[src/infix_integer_expression_evaluator_assert.svh]
// Assertion macros for the infix expression evaluator.
// Include guarded; define ASSERT_OFF to compile the checks away.
`ifndef INFIX_INTEGER_EXPRESSION_EVALUATOR_ASSERT_SVH
`define INFIX_INTEGER_EXPRESSION_EVALUATOR_ASSERT_SVH
`ifndef ASSERT_OFF
// prop must hold at every clock edge outside reset
`define IIEE_ASSERT(label, clk, rst_n, prop, msg) \
  label: assert property (@(posedge clk) disable iff (!rst_n) (prop)) else $error(msg);
// cond must never be seen outside reset
`define IIEE_ASSERT_NEVER(label, clk, rst_n, cond, msg) \
  label: assert property (@(posedge clk) disable iff (!rst_n) !(cond)) else $error(msg);
`else
`define IIEE_ASSERT(label, clk, rst_n, prop, msg)
`define IIEE_ASSERT_NEVER(label, clk, rst_n, cond, msg)
`endif
`endif

[src/iiee_pkg.sv]
// Shared constants and types for the infix expression evaluator.
// No dependencies; used by the arithmetic units and the top level.
package iiee_pkg;

  localparam int WORD_W = 32;
  localparam int CNT_W  = $clog2(WORD_W);

  localparam logic [7:0] CHAR_ZERO  = 8'h30;
  localparam logic [7:0] CHAR_NINE  = 8'h39;
  localparam logic [7:0] CHAR_PLUS  = 8'h2B;
  localparam logic [7:0] CHAR_MINUS = 8'h2D;
  localparam logic [7:0] CHAR_STAR  = 8'h2A;
  localparam logic [7:0] CHAR_SLASH = 8'h2F;

  typedef logic [WORD_W-1:0] word_t;

  typedef enum logic [1:0] {
    OP_NONE = 2'd0,
    OP_MUL  = 2'd1,
    OP_DIV  = 2'd2
  } op_e;

  // status of a bit-serial arithmetic unit
  typedef struct packed {
    logic busy;
    logic done;
  } unit_status_t;

endpackage

[src/iiee_mul.sv]
// Bit-serial shift-add multiplier, low word of the product, one bit a cycle.
// Depends on iiee_pkg.
module iiee_mul (
  input  logic                  clk_i,
  input  logic                  rst_ni,
  input  logic                  start_i,
  input  iiee_pkg::word_t       a_i,
  input  iiee_pkg::word_t       b_i,
  output iiee_pkg::unit_status_t status_o,
  output iiee_pkg::word_t       product_o
);

  logic                      busy_q, busy_d;
  logic                      done_q, done_d;
  logic [iiee_pkg::CNT_W-1:0] cnt_q, cnt_d;
  iiee_pkg::word_t           mcand_q, mcand_d;
  iiee_pkg::word_t           mplier_q, mplier_d;
  iiee_pkg::word_t           acc_q, acc_d;

  always_comb begin
    busy_d   = busy_q;
    done_d   = 1'b0;
    cnt_d    = cnt_q;
    mcand_d  = mcand_q;
    mplier_d = mplier_q;
    acc_d    = acc_q;
    if (start_i) begin
      busy_d   = 1'b1;
      cnt_d    = '0;
      mcand_d  = a_i;
      mplier_d = b_i;
      acc_d    = '0;
    end else if (busy_q) begin
      if (mplier_q[0]) begin
        acc_d = acc_q + mcand_q;
      end
      mcand_d  = {mcand_q[iiee_pkg::WORD_W-2:0], 1'b0};
      mplier_d = {1'b0, mplier_q[iiee_pkg::WORD_W-1:1]};
      cnt_d    = cnt_q + 1'b1;
      if (cnt_q == iiee_pkg::CNT_W'(iiee_pkg::WORD_W - 1)) begin
        busy_d = 1'b0;
        done_d = 1'b1;
      end
    end
  end

  always_ff @(posedge clk_i or negedge rst_ni) begin
    if (!rst_ni) begin
      busy_q   <= 1'b0;
      done_q   <= 1'b0;
      cnt_q    <= '0;
      mcand_q  <= '0;
      mplier_q <= '0;
      acc_q    <= '0;
    end else begin
      busy_q   <= busy_d;
      done_q   <= done_d;
      cnt_q    <= cnt_d;
      mcand_q  <= mcand_d;
      mplier_q <= mplier_d;
      acc_q    <= acc_d;
    end
  end

  assign status_o.busy = busy_q;
  assign status_o.done = done_q;
  assign product_o     = acc_q;

endmodule

[src/iiee_div.sv]
// Bit-serial restoring divider for signed words, truncating toward zero.
// One quotient bit a cycle. Depends on iiee_pkg.
module iiee_div (
  input  logic                  clk_i,
  input  logic                  rst_ni,
  input  logic                  start_i,
  input  iiee_pkg::word_t       dividend_i,
  input  iiee_pkg::word_t       divisor_i,
  output iiee_pkg::unit_status_t status_o,
  output iiee_pkg::word_t       quotient_o
);

  localparam int W = iiee_pkg::WORD_W;

  logic                      busy_q, busy_d;
  logic                      done_q, done_d;
  logic                      neg_q, neg_d;
  logic [iiee_pkg::CNT_W-1:0] cnt_q, cnt_d;
  iiee_pkg::word_t           rem_q, rem_d;
  iiee_pkg::word_t           quo_q, quo_d;
  iiee_pkg::word_t           dsr_q, dsr_d;
  logic [W:0]                rem_sh;
  logic [W:0]                diff;

  always_comb begin
    busy_d = busy_q;
    done_d = 1'b0;
    neg_d  = neg_q;
    cnt_d  = cnt_q;
    rem_d  = rem_q;
    quo_d  = quo_q;
    dsr_d  = dsr_q;
    rem_sh = {rem_q, quo_q[W-1]};
    diff   = rem_sh - {1'b0, dsr_q};
    if (start_i) begin
      busy_d = 1'b1;
      cnt_d  = '0;
      rem_d  = '0;
      neg_d  = dividend_i[W-1] ^ divisor_i[W-1];
      quo_d  = dividend_i[W-1] ? (W'(0) - dividend_i) : dividend_i;
      dsr_d  = divisor_i[W-1] ? (W'(0) - divisor_i) : divisor_i;
    end else if (busy_q) begin
      // keep the trial difference only when it did not borrow
      rem_d = diff[W] ? rem_sh[W-1:0] : diff[W-1:0];
      quo_d = {quo_q[W-2:0], ~diff[W]};
      cnt_d = cnt_q + 1'b1;
      if (cnt_q == iiee_pkg::CNT_W'(W - 1)) begin
        busy_d = 1'b0;
        done_d = 1'b1;
      end
    end
  end

  always_ff @(posedge clk_i or negedge rst_ni) begin
    if (!rst_ni) begin
      busy_q <= 1'b0;
      done_q <= 1'b0;
      neg_q  <= 1'b0;
      cnt_q  <= '0;
      rem_q  <= '0;
      quo_q  <= '0;
      dsr_q  <= '0;
    end else begin
      busy_q <= busy_d;
      done_q <= done_d;
      neg_q  <= neg_d;
      cnt_q  <= cnt_d;
      rem_q  <= rem_d;
      quo_q  <= quo_d;
      dsr_q  <= dsr_d;
    end
  end

  assign status_o.busy = busy_q;
  assign status_o.done = done_q;
  assign quotient_o    = neg_q ? (W'(0) - quo_q) : quo_q;

endmodule

[src/infix_integer_expression_evaluator.sv]
// Infix integer expression evaluator, one ASCII character per request; depends on iiee_pkg,
// iiee_mul, iiee_div and the assertion header. Digits and ignored characters stay in S_IDLE.
// An operator closing a plain number or a divide by zero passes S_CLOSE and S_POST, one closing a
// multiply or divide also S_MUL or S_DIV (bit-serial units, one bit a cycle). The flagged last
// character gives its result from S_FIN, which waits for a free output; then requests resume.
// Asynchronous active-low reset clears all state; after each result the state clears too.
`include "infix_integer_expression_evaluator_assert.svh"

module infix_integer_expression_evaluator (
  input  logic        clk_i,
  input  logic        rst_ni,
  input  logic        in_valid_i,
  output logic        in_ready_o,
  input  logic [7:0]  char_code_i,
  input  logic        end_of_expr_i,
  output logic        out_valid_o,
  input  logic        out_ready_i,
  output logic [31:0] value_o,
  output logic        div_zero_error_o
);

  localparam int W = iiee_pkg::WORD_W;

  typedef enum logic [2:0] {
    S_IDLE,
    S_CLOSE,
    S_MUL,
    S_DIV,
    S_POST,
    S_FIN
  } state_e;

  // what follows once the current number is folded into the term
  typedef enum logic [1:0] {
    C_SETOP,
    C_TERM_OP,
    C_TERM_END
  } cont_e;

  state_e             state_q, state_d;
  cont_e              cont_q, cont_d;
  iiee_pkg::op_e      pop_q, pop_d;
  iiee_pkg::op_e      new_op_q, new_op_d;
  logic               new_neg_q, new_neg_d;
  logic               last_q, last_d;
  iiee_pkg::word_t    sum_q, sum_d;
  iiee_pkg::word_t    term_q, term_d;
  iiee_pkg::word_t    num_q, num_d;
  logic               neg_q, neg_d;
  logic               seen_q, seen_d;
  logic               err_q, err_d;
  logic               out_valid_q, out_valid_d;
  iiee_pkg::word_t    value_q, value_d;
  logic               dz_q, dz_d;

  logic                   mul_start, div_start;
  iiee_pkg::unit_status_t mul_st, div_st;
  iiee_pkg::word_t        mul_prod, div_quo;
  logic                   accept;
  logic                   is_digit, is_op;

  iiee_mul u_mul (
    .clk_i     (clk_i),
    .rst_ni    (rst_ni),
    .start_i   (mul_start),
    .a_i       (term_q),
    .b_i       (num_q),
    .status_o  (mul_st),
    .product_o (mul_prod)
  );

  iiee_div u_div (
    .clk_i      (clk_i),
    .rst_ni     (rst_ni),
    .start_i    (div_start),
    .dividend_i (term_q),
    .divisor_i  (num_q),
    .status_o   (div_st),
    .quotient_o (div_quo)
  );

  assign in_ready_o = (state_q == S_IDLE);
  assign accept     = in_valid_i && in_ready_o;
  assign is_digit   = (char_code_i >= iiee_pkg::CHAR_ZERO) && (char_code_i <= iiee_pkg::CHAR_NINE);
  assign is_op      = (char_code_i == iiee_pkg::CHAR_PLUS) || (char_code_i == iiee_pkg::CHAR_MINUS)
                   || (char_code_i == iiee_pkg::CHAR_STAR) || (char_code_i == iiee_pkg::CHAR_SLASH);

  always_comb begin
    state_d     = state_q;
    cont_d      = cont_q;
    pop_d       = pop_q;
    new_op_d    = new_op_q;
    new_neg_d   = new_neg_q;
    last_d      = last_q;
    sum_d       = sum_q;
    term_d      = term_q;
    num_d       = num_q;
    neg_d       = neg_q;
    seen_d      = seen_q;
    err_d       = err_q;
    out_valid_d = out_valid_q;
    value_d     = value_q;
    dz_d        = dz_q;
    mul_start   = 1'b0;
    div_start   = 1'b0;

    if (out_valid_q && out_ready_i) begin
      out_valid_d = 1'b0;
    end

    case (state_q)
      S_IDLE: begin
        if (accept) begin
          last_d = end_of_expr_i;
          cont_d = C_TERM_END;
          if (end_of_expr_i) begin
            state_d = S_CLOSE;
          end
          if (is_digit) begin
            num_d  = {num_q[W-4:0], 3'b000} + {num_q[W-2:0], 1'b0}
                   + {{(W-4){1'b0}}, char_code_i[3:0]};
            seen_d = 1'b1;
          end else if (is_op && !seen_q) begin
            if (char_code_i == iiee_pkg::CHAR_MINUS) begin
              neg_d = 1'b1;
            end
            seen_d = 1'b1;
          end else if (is_op) begin
            state_d = S_CLOSE;
            if ((char_code_i == iiee_pkg::CHAR_STAR) || (char_code_i == iiee_pkg::CHAR_SLASH)) begin
              cont_d   = C_SETOP;
              new_op_d = (char_code_i == iiee_pkg::CHAR_STAR) ? iiee_pkg::OP_MUL
                                                               : iiee_pkg::OP_DIV;
            end else begin
              cont_d    = C_TERM_OP;
              new_neg_d = (char_code_i == iiee_pkg::CHAR_MINUS);
            end
          end
        end
      end
      S_CLOSE: begin
        case (pop_q)
          iiee_pkg::OP_MUL: begin
            mul_start = 1'b1;
            state_d   = S_MUL;
          end
          iiee_pkg::OP_DIV: begin
            if (num_q == '0) begin
              err_d   = 1'b1;
              term_d  = '0;
              num_d   = '0;
              state_d = S_POST;
            end else begin
              div_start = 1'b1;
              state_d   = S_DIV;
            end
          end
          default: begin
            term_d  = num_q;
            num_d   = '0;
            state_d = S_POST;
          end
        endcase
      end
      S_MUL: begin
        if (mul_st.done) begin
          term_d  = mul_prod;
          num_d   = '0;
          state_d = S_POST;
        end
      end
      S_DIV: begin
        if (div_st.done) begin
          term_d  = div_quo;
          num_d   = '0;
          state_d = S_POST;
        end
      end
      S_POST: begin
        case (cont_q)
          C_SETOP: begin
            pop_d   = new_op_q;
            state_d = S_IDLE;
          end
          default: begin
            sum_d  = neg_q ? (sum_q - term_q) : (sum_q + term_q);
            term_d = '0;
            pop_d  = iiee_pkg::OP_NONE;
            neg_d  = (cont_q == C_TERM_OP) ? new_neg_q : 1'b0;
            state_d = S_IDLE;
          end
        endcase
        // a flagged operator still closes the term it leaves open
        if (cont_q == C_TERM_END) begin
          state_d = S_FIN;
        end else if (last_q) begin
          cont_d  = C_TERM_END;
          state_d = S_CLOSE;
        end
      end
      S_FIN: begin
        if (!out_valid_q || out_ready_i) begin
          out_valid_d = 1'b1;
          value_d     = err_q ? '0 : sum_q;
          dz_d        = err_q;
          sum_d       = '0;
          term_d      = '0;
          num_d       = '0;
          pop_d       = iiee_pkg::OP_NONE;
          neg_d       = 1'b0;
          seen_d      = 1'b0;
          err_d       = 1'b0;
          last_d      = 1'b0;
          state_d     = S_IDLE;
        end
      end
      default: begin
        state_d = S_IDLE;
      end
    endcase
  end

  always_ff @(posedge clk_i or negedge rst_ni) begin
    if (!rst_ni) begin
      state_q     <= S_IDLE;
      cont_q      <= C_TERM_END;
      pop_q       <= iiee_pkg::OP_NONE;
      new_op_q    <= iiee_pkg::OP_NONE;
      new_neg_q   <= 1'b0;
      last_q      <= 1'b0;
      sum_q       <= '0;
      term_q      <= '0;
      num_q       <= '0;
      neg_q       <= 1'b0;
      seen_q      <= 1'b0;
      err_q       <= 1'b0;
      out_valid_q <= 1'b0;
      value_q     <= '0;
      dz_q        <= 1'b0;
    end else begin
      state_q     <= state_d;
      cont_q      <= cont_d;
      pop_q       <= pop_d;
      new_op_q    <= new_op_d;
      new_neg_q   <= new_neg_d;
      last_q      <= last_d;
      sum_q       <= sum_d;
      term_q      <= term_d;
      num_q       <= num_d;
      neg_q       <= neg_d;
      seen_q      <= seen_d;
      err_q       <= err_d;
      out_valid_q <= out_valid_d;
      value_q     <= value_d;
      dz_q        <= dz_d;
    end
  end

  assign out_valid_o      = out_valid_q;
  assign value_o          = value_q;
  assign div_zero_error_o = dz_q;

  `IIEE_ASSERT(a_mul_done_in_mul, clk_i, rst_ni, mul_st.done |-> (state_q == S_MUL), "multiplier finished outside its wait state")
  `IIEE_ASSERT(a_div_done_in_div, clk_i, rst_ni, div_st.done |-> (state_q == S_DIV), "divider finished outside its wait state")
  `IIEE_ASSERT(a_err_forces_zero, clk_i, rst_ni, (out_valid_o && div_zero_error_o) |-> (value_o == '0), "division error result not zero")
  `IIEE_ASSERT_NEVER(a_units_idle_on_request, clk_i, rst_ni, accept && (mul_st.busy || div_st.busy), "request taken while an arithmetic unit is busy")

endmodule
[config.mk]
export PLATFORM = sky130hd
export DESIGN_NAME = infix_integer_expression_evaluator
export DESIGN_NICKNAME = d
export VERILOG_FILES = /design/src/iiee_pkg.sv /design/src/iiee_mul.sv /design/src/iiee_div.sv /design/src/infix_integer_expression_evaluator.sv
export VERILOG_INCLUDE_DIRS = /design/src /design/src/src
export SDC_FILE = /design/constraint.sdc
export NUM_CORES = 1
export LEC_CHECK = 0
export CAP_MARGIN = 5
export CORE_MARGIN = 2
export CORE_UTILIZATION = 32
export CTS_CLUSTER_SIZE = 40
export DETAILED_ROUTE_END_ITERATION = 6
export DONT_BUFFER_PORTS = 1
export RECOVER_POWER = 50
export SLEW_MARGIN = 10
export SYNTH_ARGS = -nofsm -noshare
export SYNTH_HDL_FRONTEND = slang
export SYNTH_HIERARCHICAL = 1
export SYNTH_SLANG_ARGS = --single-unit
[constraint.sdc]
create_clock -name clk_i -period 11.28 [get_ports clk_i]
set_input_delay 1.692 -clock clk_i [delete_from_list [all_inputs] [get_ports clk_i]]
set_output_delay 1.692 -clock clk_i [all_outputs]
set_load 0.05 [all_outputs]
**Yosys cells after proc, flatten, opt, wreduce, memory -nomap -nowiden**

Cells that the tools add are included.

- Flip-flop bits (word level): 351
- Output and inout port bits: 35

- Multiplexer cells: 98
- Add/sub/neg operators: 11
- Equal/unequal tests: 31
- Reductions and logical operators: 38
- Magnitude comparators: 2
- Bitwise gates (word level): 5

Operators by type and width:

| cell | number |
|---|---|
| 32-bit 2-to-1 mux | 27 |
| 32-bit case mux with 5 select lines | 2 |
| 32-bit case mux with 2 select lines | 3 |
| 32-bit adder | 3 |
| 1-bit by 32-bit subtractor with 32-bit output, first input constant | 3 |
| 1-bit 2-to-1 mux | 35 |
| 33-bit by 32-bit subtractor with 33-bit output | 1 |
| 32-bit by 4-bit adder with 32-bit output | 1 |
| 8-bit by 6-bit equality test with 1-bit output, second input constant | 4 |
| 32-bit zero test | 1 |
| 32-bit subtractor | 1 |
| 3-bit 2-to-1 mux | 10 |
| 5-bit 2-to-1 mux | 4 |
| 2-bit 2-to-1 mux | 9 |
| 3-bit case mux with 6 select lines | 1 |
| 2-bit inequality test, second input constant | 8 |
| 4-bit AND reduction | 4 |
| 7-bit AND reduction | 2 |
| 2-bit nonzero test | 7 |
| 2-bit by 1-bit inequality test with 1-bit output, second input constant | 6 |
| 6-bit AND reduction | 2 |
| 5-bit by 1-bit adder with 5-bit output, second input constant | 2 |
| 5-bit equality test, second input constant | 2 |
| 5-bit nonzero test | 2 |
| 24 further kinds | 45 |

**Depth between registers and ports, before layout**

Gate-level depths: netlist (run 1).

- Word-level depth: 9
- Gate-level depth with buffers: 19

**By module**

The synthesis (run 1) kept the hierarchy.

By module, submodules not included:

| module | area an instance (um^2) | cells an instance | times used | sequential area each (um^2) |
|---|---|---|---|---|
| infix_integer_expression_evaluator | 10402.5 | 1253 | 1 | 3604.7 |
| iiee_div | 8388.0 | 1007 | 1 | 2602.5 |
| iiee_mul | 5964.5 | 638 | 1 | 2577.5 |

**Worst setup path before layout (run 1)**

Ideal clock, no wire load.

- Path kind: in2reg
- Start point: input port char_code_i[3]
- End point: register num_q[29]
- Path slack: 6680 ps
- Stages: 11
- Library setup time: 133 ps
- Data arrival time: 4467 ps
- Required time: 11147 ps
- Path through: fa_1 > ha_1 > a211oi_1 > o211ai_1 > a31o_2 > a21oi_1 > o21ai_1 > a41o_1 > o41ai_1 > xor2_1 > o21ai_0

- Word-level cells in the longest chain between the ends: 4
- Elaborated cells on any way between the ends: 9
- Those cells by class: 1 x add/sub; 2 x order compare; 1 x eq/ne; 3 x mux; 2 x reduce/logical

Ends and longest elaborated chain:

| item | RTL line | text |
|---|---|---|
| start: declaration | infix_integer_expression_evaluator.sv:14 | `input logic [7:0] char_code_i,` |
| 32-bit by 4-bit adder with 32-bit output, or another cell as far along | infix_integer_expression_evaluator.sv:121 | `+ {{(W-4){1'b0}}, char_code_i[3:0]};` |
| 32-bit 2-to-1 mux / 1-bit logical AND (equally long branches) | infix_integer_expression_evaluator.sv:119, infix_integer_expression_evaluator.sv:84 |  |
| 32-bit 2-to-1 mux / 2-bit by 1-bit inequality test with 1-bit output (equally long branches) | - |  |
| 32-bit case mux with 5 select lines / 8-bit AND reduction (equally long branches) | - |  |
| end signal: assignment | infix_integer_expression_evaluator.sv:249 | `num_q <= num_d;` |
| end: declaration | infix_integer_expression_evaluator.sv:48 | `iiee_pkg::word_t num_q, num_d;` |

Several ways; a longest one is shown, not always the timed one. The select of a mux whose other input is x is not followed.
A chain may end at the register's enable or synchronous reset.

**Final worst setup path (run 1)**

- Start point: register u_div.quo_q[31]
- End point: register u_div.rem_q[30]

- Word-level cells in the longest chain between the ends: 4

Ends and longest elaborated chain:

| item | RTL line | text |
|---|---|---|
| start: declaration | iiee_div.sv:20 | `iiee_pkg::word_t quo_q, quo_d;` |
| start signal: assignment | iiee_div.sv:69 | `quo_q <= quo_d;` |
| 33-bit by 32-bit subtractor with 33-bit output | iiee_div.sv:34 | `diff = rem_sh - {1'b0, dsr_q};` |
| 32-bit 2-to-1 mux | iiee_div.sv:44 | `rem_d = diff[W] ? rem_sh[W-1:0] : diff[W-1:0];` |
| 32-bit 2-to-1 mux | iiee_div.sv:42 | `end else if (busy_q) begin` |
| 32-bit 2-to-1 mux | iiee_div.sv:35 | `if (start_i) begin` |
| end signal: assignment | iiee_div.sv:68 | `rem_q <= rem_d;` |
| end: declaration | iiee_div.sv:19 | `iiee_pkg::word_t rem_q, rem_d;` |

Every way passes these cells. The select of a mux whose other input is x is not followed.

==> run_results.csv, run 1 <==
group,metric,value,unit
status,outcome,"finished with violations",
status,violations,"capacitance limit, slew limit",
synthesis,syn_area_per_cell,8.54,sq um
cts,numCtsBuffers,40,
placement,port_buffers,0,
cts,root_buffer,"clkbuf_16",
floorplanning,coreArea,76200,sq um
sta,timing.hold.ws,0.470,ns
cts,cts.sinks,351,
detailed_routing,drt_iter0_drc,1632,
setup_path,rr_worst_depth,12,
sta,rsz0062_at_grt,"no",
global_route,grt_max_degree,352,
worst_hold_path,min_from,"err_q",
setup_path,critPathRequiredTime,11.76,ns
sta,hold_viol,0,
synthesis,synth_warnings,6,
power,power_frac_seq,49.2,%
power,p_per_area,95.0,nW/um^2
cts,clockBufferDepth,3,
floorplanning,die_h,282,microns
cts,post_cts_buffers,0,
global_route,first_global_vias,19600,
sta,period_share,40.0,%
finish,final_core_util,35.3,%
global_route,grt.total_usage,16.9,%
synthesis,synthesis.nets,3076,
detailed_routing,viasPerCell,5.33,
sta,period_minus_slack,4.51,ns
sta,fmax,222,MHz
detailed_routing,wl_per_cell,17.4,microns
power,sw_frac_of_total,21.8,%
setup_path,rrSetupSlack,6.77,ns
cts,cts_tree,"done",
sta,setup-violations-final,0,
worst_hold_path,holdPathEnd,"value_o[1]",
setup_path,r2r_start,"u_div/quo_q[31]",
setup_path,crit_fanout,18,
sta,worst_slew_pin_slew,2.67,ns
cts,cts_max_level,2,
finish,drive_gt1_share,4.93,%
floorplanning,fp.dieW,282,microns
cts,clk_latency,0.59,ns
sta,drv_slew,146,
setup_path,critical_path.endpoint_type,"flip-flop",
global_route,grt_pass1_wl,109000,microns
power,power_leakage,12.1,nW
placement,preCtsSetupSlack,6.32,ns
setup_path,crit_type,"flip-flop to flip-flop",
run,cap_viol_max_count,2,
sta,setup_ws,6.77,ns
worst_hold_path,worst_hold_path_type,"flip-flop to flip-flop",
sta,finClkSkew,0.0298,ns
placement,dp_hpwl,47000,microns
finish,syn2layout_area_growth,8.77,%
sta,relSlewSlack,-77.9,%
floorplanning,initial_utilization,32.5,%
setup_path,worstReg2RegEnd,"u_div/rem_q[30]",
setup_path,cp.arrival,4.99,ns
cts,cts_resized,0,
worst_hold_path,hold_depth,1,
cts,hold_buffers,0,
synthesis,syn_area,24700,sq um
floorplanning,dieArea,79600,sq um
detailed_routing,drc_errors,0,
detailed_routing,route.vias.total,20600,
global_route,overflow,0,
placement,gp_congestion,0.870,
synthesis,synth_cells,2896,
setup_path,cp-start-kind,"flip-flop",
finish,nets,2990,
finish,antenna_cells,0,
detailed_routing,finalWirelength,67200,microns
power,peakVddDrop,107,uV
power,comb_power_share,0.1,%
global_route,antenna_found_initial,0,
floorplanning,rows,101,
cts,path_clk_slew,0.06,ns
power,cellInternalPower,0.00200,W
power,finalPower,0.00256,W
detailed_routing,ant_nets,0,
power,power.share.clock,50.6,%
detailed_routing,detail_route.first_pass.iterations,5,
floorplanning,ioPinCount,48,
power,p_switching,0.000556,W
sta,tns,0,ns
## placed cells by master, fill, tap and decap left out, types with 7 or more instances in the layout
cell type / instances
and3_1: 20
a31o_2: 9
ha_1: 162
or4_1: 19
o22ai_1: 9
clkbuf_1: 10
a22o_1: 8
nand2_1: 423
nand4_1: 20
nor2_1: 222
or3_1: 19
o211ai_1: 12
o41ai_1: 14
o21ai_1: 19
a311oi_1: 12
a21oi_1: 198
nor3_1: 38
dfrtp_1: 348
nand3_1: 37
clkbuf_8: 11
buf_4: 18
o21bai_1: 14
and2_1: 7
mux2i_1: 154
o31ai_1: 50
xor2_1: 86
clkbuf_16: 41
o21ai_0: 309
a211oi_1: 31
inv_1: 91
nor4_1: 20
a21o_1: 52
o21a_1: 9
or2_2: 7
nand3b_1: 9
xnor2_1: 138
nor2b_1: 21
nand2b_1: 28
a31oi_1: 20
## area by class of cell
type / instances / area [sq um]
Clock inverter: 10 / 63.8
Inverter: 91 / 342
Sequential cell: 351 / 8790
Multi-Input combinational cell: 2307 / 15100
Timing Repair Buffer: 19 / 139
Fill cell: 7809 / 49300
Tap cell: 1030 / 1290
Clock buffer: 61 / 1210
## power groups by stage
stage          clock network, W  registers (W)   logic (W)
2_1_floorplan                 0        0.00128  0.00000220
3_3_place_gp                  0        0.00128  0.00000262
3_5_place_dp                  0        0.00128  0.00000266
4_1_cts                 0.00133        0.00126  0.00000271
5_1_grt                 0.00138        0.00126  0.00000324
6_report                0.00130        0.00126  0.00000270
## worst max-delay path: stages (launching register included)
cell and delay (ns):
dfrtp_1 0.41, inv_1 0.26, ha_1 0.23, inv_1 0.06
fa_1 0.42, a211oi_1 0.39, o211ai_2 0.19, a31oi_1 0.53
nor4_2 0.21, o2111ai_1 0.26, nand3_1 0.67, a311o_1 0.54
a311oi_1 0.24
## stage by stage
step           std cells  cell area (sq um)
6_report            3869              26900
5_1_grt             3869              26900
4_1_cts             3869              26900
3_5_place_dp        3798              25600
3_3_place_gp        3798              25600
2_1_floorplan       2896              24700
## worst max path at each step
stage | startpoint | slack (ns) | to
after global placement | char_code_i[3] | 6.32 | num_q[29]
after floorplan | char_code_i[3] | 6.68 | num_q[29]
after global routing | u_div/quo_q[31] | 6.46 | u_div/rem_q[30]
after detailed placement | char_code_i[3] | 6.32 | num_q[29]
after CTS | u_div/quo_q[31] | 6.78 | u_div/rem_q[30]
final | u_div/quo_q[31] | 6.77 | u_div/rem_q[30]
## metal layers
layer	up-vias	global-route usage, %	part of all wire [%]
met4	0	4.19	1.5
met2	380	27.0	46
li1	10200	-	-
met5	-	0	0
met1	10000	24.4	49
met3	60	1.73	3.8
## sequential cells by signal (all words and copies together) (netlist names), 32 cells and up
name,flops
u_mul/mcand_q,32
u_mul/product_o,32
u_div/dsr_q,32
u_mul/mplier_q,32
u_div/quo_q,32
term_q,32
u_div/rem_q,32
num_q,32
value_o,32
sum_q,32
No activity file was read; power rests on OpenSTA's default activity.
==> run 2: changes to the inputs <==
==> constraint.sdc (replaced) <==
create_clock -name clk_i -period 3.6 [get_ports clk_i]
set_input_delay 0.54 -clock clk_i [delete_from_list [all_inputs] [get_ports clk_i]]
set_output_delay 0.54 -clock clk_i [all_outputs]
set_load 0.05 [all_outputs]
==> run 2 against run 1 <==
  * The flow finishes with violations (hold timing, slew limit, setup timing)
  * Total power grew to 3.3 times the previous value
  * Clock skew is 0.0014 ns higher
  * Via count is 3.6% higher
  * Register-to-register slack worse by 7.1 ns
  * Critical path depth is 1 higher
  * Clock power grew to 3.5 times the previous value
  * Sequential share of layout area is 2.0 points lower
  * Critical path type unchanged
==> run_results.csv, run 2 (synthesized netlist as in run 1, its figures left out) <==
group,metric,value,unit
setup_path,crit_slowest_cell,"or4_4",
finish,layout_common_cells,"nand2_1 (420), dfrtp_1 (347), o21ai_0 (295), nor2_1 (220), a21oi_1 (187)",
worst_hold_path,worst_hold_path_type,"input pin to asynchronous set/reset pin",
status,outcome,"finished with violations",
cts,cts_max_level,2,
setup_path,cp-start-kind,"flip-flop",
finish,antenna_cells,0,
sta,hold_viol,274,
cts,clockBufferDepth,3,
setup_path,critPathRequiredTime,4.06,ns
sta,fmax,257,MHz
power,p_per_area,297,nW/um^2
placement,placed_cells,3950,
finish,drive_gt1_share,11.8,%
detailed_routing,wl_per_cell,17.5,microns
sta,relSlewSlack,-7.57,%
run,cap_viol_max_count,0,
finish,syn2layout_area_growth,15.8,%
cts,cts.sinks,351,
global_route,first_global_vias,20400,
detailed_routing,ant_nets,0,
detailed_routing,viasPerCell,5.29,
power,p_switching,0.00181,W
power,power.share.clock,53.5,%
global_route,grt.total_usage,17.6,%
global_route,overflow,0,
cts,root_buffer,"clkbuf_16",
detailed_routing,route.vias.total,21400,
sta,setup-violations-final,9,
sta,finClkSkew,0.0312,ns
placement,dp_hpwl,49900,microns
status,violations,"hold timing, slew limit, setup timing",
setup_path,path_cells,"or4_4 > or4_4 > nor2_2 > nor2_1 > xnor2_1 > ha_2 > nand3_2 > o41ai_4 > a21oi_2 > o211a_1 > or4_1 > o211a_1 > mux2i_1",
sta,timing.hold.ws,-0.252,ns
sta,period_minus_slack,3.89,ns
floorplanning,ioPinCount,48,
sta,period_share,108,%
global_route,grt_max_degree,352,
setup_path,crit_type,"flip-flop to flip-flop",
finish,finalInstanceArea,28700,sq um
finish,final_common_cell,"nand2_1",
detailed_routing,drt_iter0_drc,1592,
finish,final_cells,4034,
power,cellInternalPower,0.00670,W
detailed_routing,drc_errors,0,
sta,worst_slew_pin_slew,1.61,ns
cts,cts_tree,"done",
floorplanning,die_h,282,microns
global_route,antenna_found_initial,0,
cts,clk_latency,0.60,ns
cts,path_clk_slew,0.06,ns
floorplanning,dieArea,79600,sq um
floorplanning,fp.dieW,282,microns
setup_path,critPathMaxStageDelay,0.55,ns
cts,numCtsBuffers,43,
floorplanning,initial_utilization,32.5,%
sta,drv_slew,146,
placement,port_buffers,0,
setup_path,critical_path.endpoint_type,"flip-flop",
power,peakVddDrop,287,uV
power,power_leakage,13.1,nW
floorplanning,coreArea,76200,sq um
placement,gp_congestion,0.844,
sta,setup_ws,-0.285,ns
power,sw_frac_of_total,21.3,%
setup_path,crit_fanout,5,
detailed_routing,detail_route.first_pass.iterations,5,
placement,placed_area,26900,sq um
detailed_routing,finalWirelength,70800,microns
finish,nets,3154,
global_route,grt_pass1_wl,112000,microns
power,power_frac_seq,46.4,%
setup_path,cp.arrival,4.34,ns
floorplanning,rows,101,
sta,rsz0062_at_grt,"yes",
power,comb_power_share,0.1,%
placement,preCtsSetupSlack,-0.285,ns
[run 2: cell types whose count changed in the layout (fill, tap and decap cells not counted), sizes merged]
cell,change
inv,-2
clkbuf,+4
bufinv,+4
buf,+160
clkinv,-1
[run 2: layer usage]
| metal | track usage [%] | wire [microns] |
|---|---|---|
| met1 | 25.0 | 33800 |
| met2 | 27.4 | 31600 |
| met3 | 2.68 | 3660 |
| met4 | 5.17 | 1670 |
| met5 | 0 | 0 |
[run 2: path summary, 6_finish.rpt]
check / cells past startpoint / end / slack, ns / start
min in group clk_i: 1 / new_op_q[0] / 0.07 / char_code_i[0]
setup / recovery: 13 / sum_q[31] / -0.29 / term_q[9]
setup reg to reg: 13 / sum_q[31] / -0.29 / term_q[9]
max in group asynchronous: 0 / u_mul/busy_q / 2.45 / rst_ni
hold reg to reg: 1 / value_o[0] / 0.48 / err_q
hold / removal: 0 / value_o[25] / -0.25 / rst_ni
[run 2: through the flow]
step / TNS, ns / utilization [%] / power, W
2_1_floorplan: -0.300 / - / 0.00403
3_3_place_gp: -1.05 / 35.3 / 0.00403
6_report: -1.42 / 37.6 / 0.00851
5_1_grt: -3.81 / 37.6 / 0.00878
4_1_cts: -1.46 / 37.4 / 0.00863
3_5_place_dp: -1.60 / 35.3 / 0.00403
[run 2: area by class of cell]
class	count	area (sq um)
fill	7729	47500
multi-input combinational	2307	15400
clock inverter	11	180
sequential	351	8790
tap	1030	1290
clock buffer	64	1280
inverter	91	342
timing repair buffer	180	1400
[run 2: power groups by stage]
stage | clock network [W] | registers [W] | logic, W
5_1_grt | 0.00482 | 0.00394 | 0.0000107
6_report | 0.00455 | 0.00395 | 0.00000877
3_5_place_dp | 0 | 0.00402 | 0.00000867
4_1_cts | 0.00468 | 0.00395 | 0.00000861
3_3_place_gp | 0 | 0.00402 | 0.00000848
2_1_floorplan | 0 | 0.00402 | 0.00000686
[run 2: critical path, delay by kind of cell (launching register included)]
family                     cells  cell delay [ns]
and+or+nand+nor                6             1.79
DFF                            1             0.38
xor gates and xnor gates       1             0.13
adders and majority gates      1             0.40
muxes                          1             0.12
AOI/OAI and AO/OA              4             0.94
[run 2: what timing repair did]
item                                    CTS  global route
endpoints found under the setup margin   11            46
pin swaps                                22            28
setup buffers                             5             7
resized for setup                        29            34
hold endpoints to repair                350           350
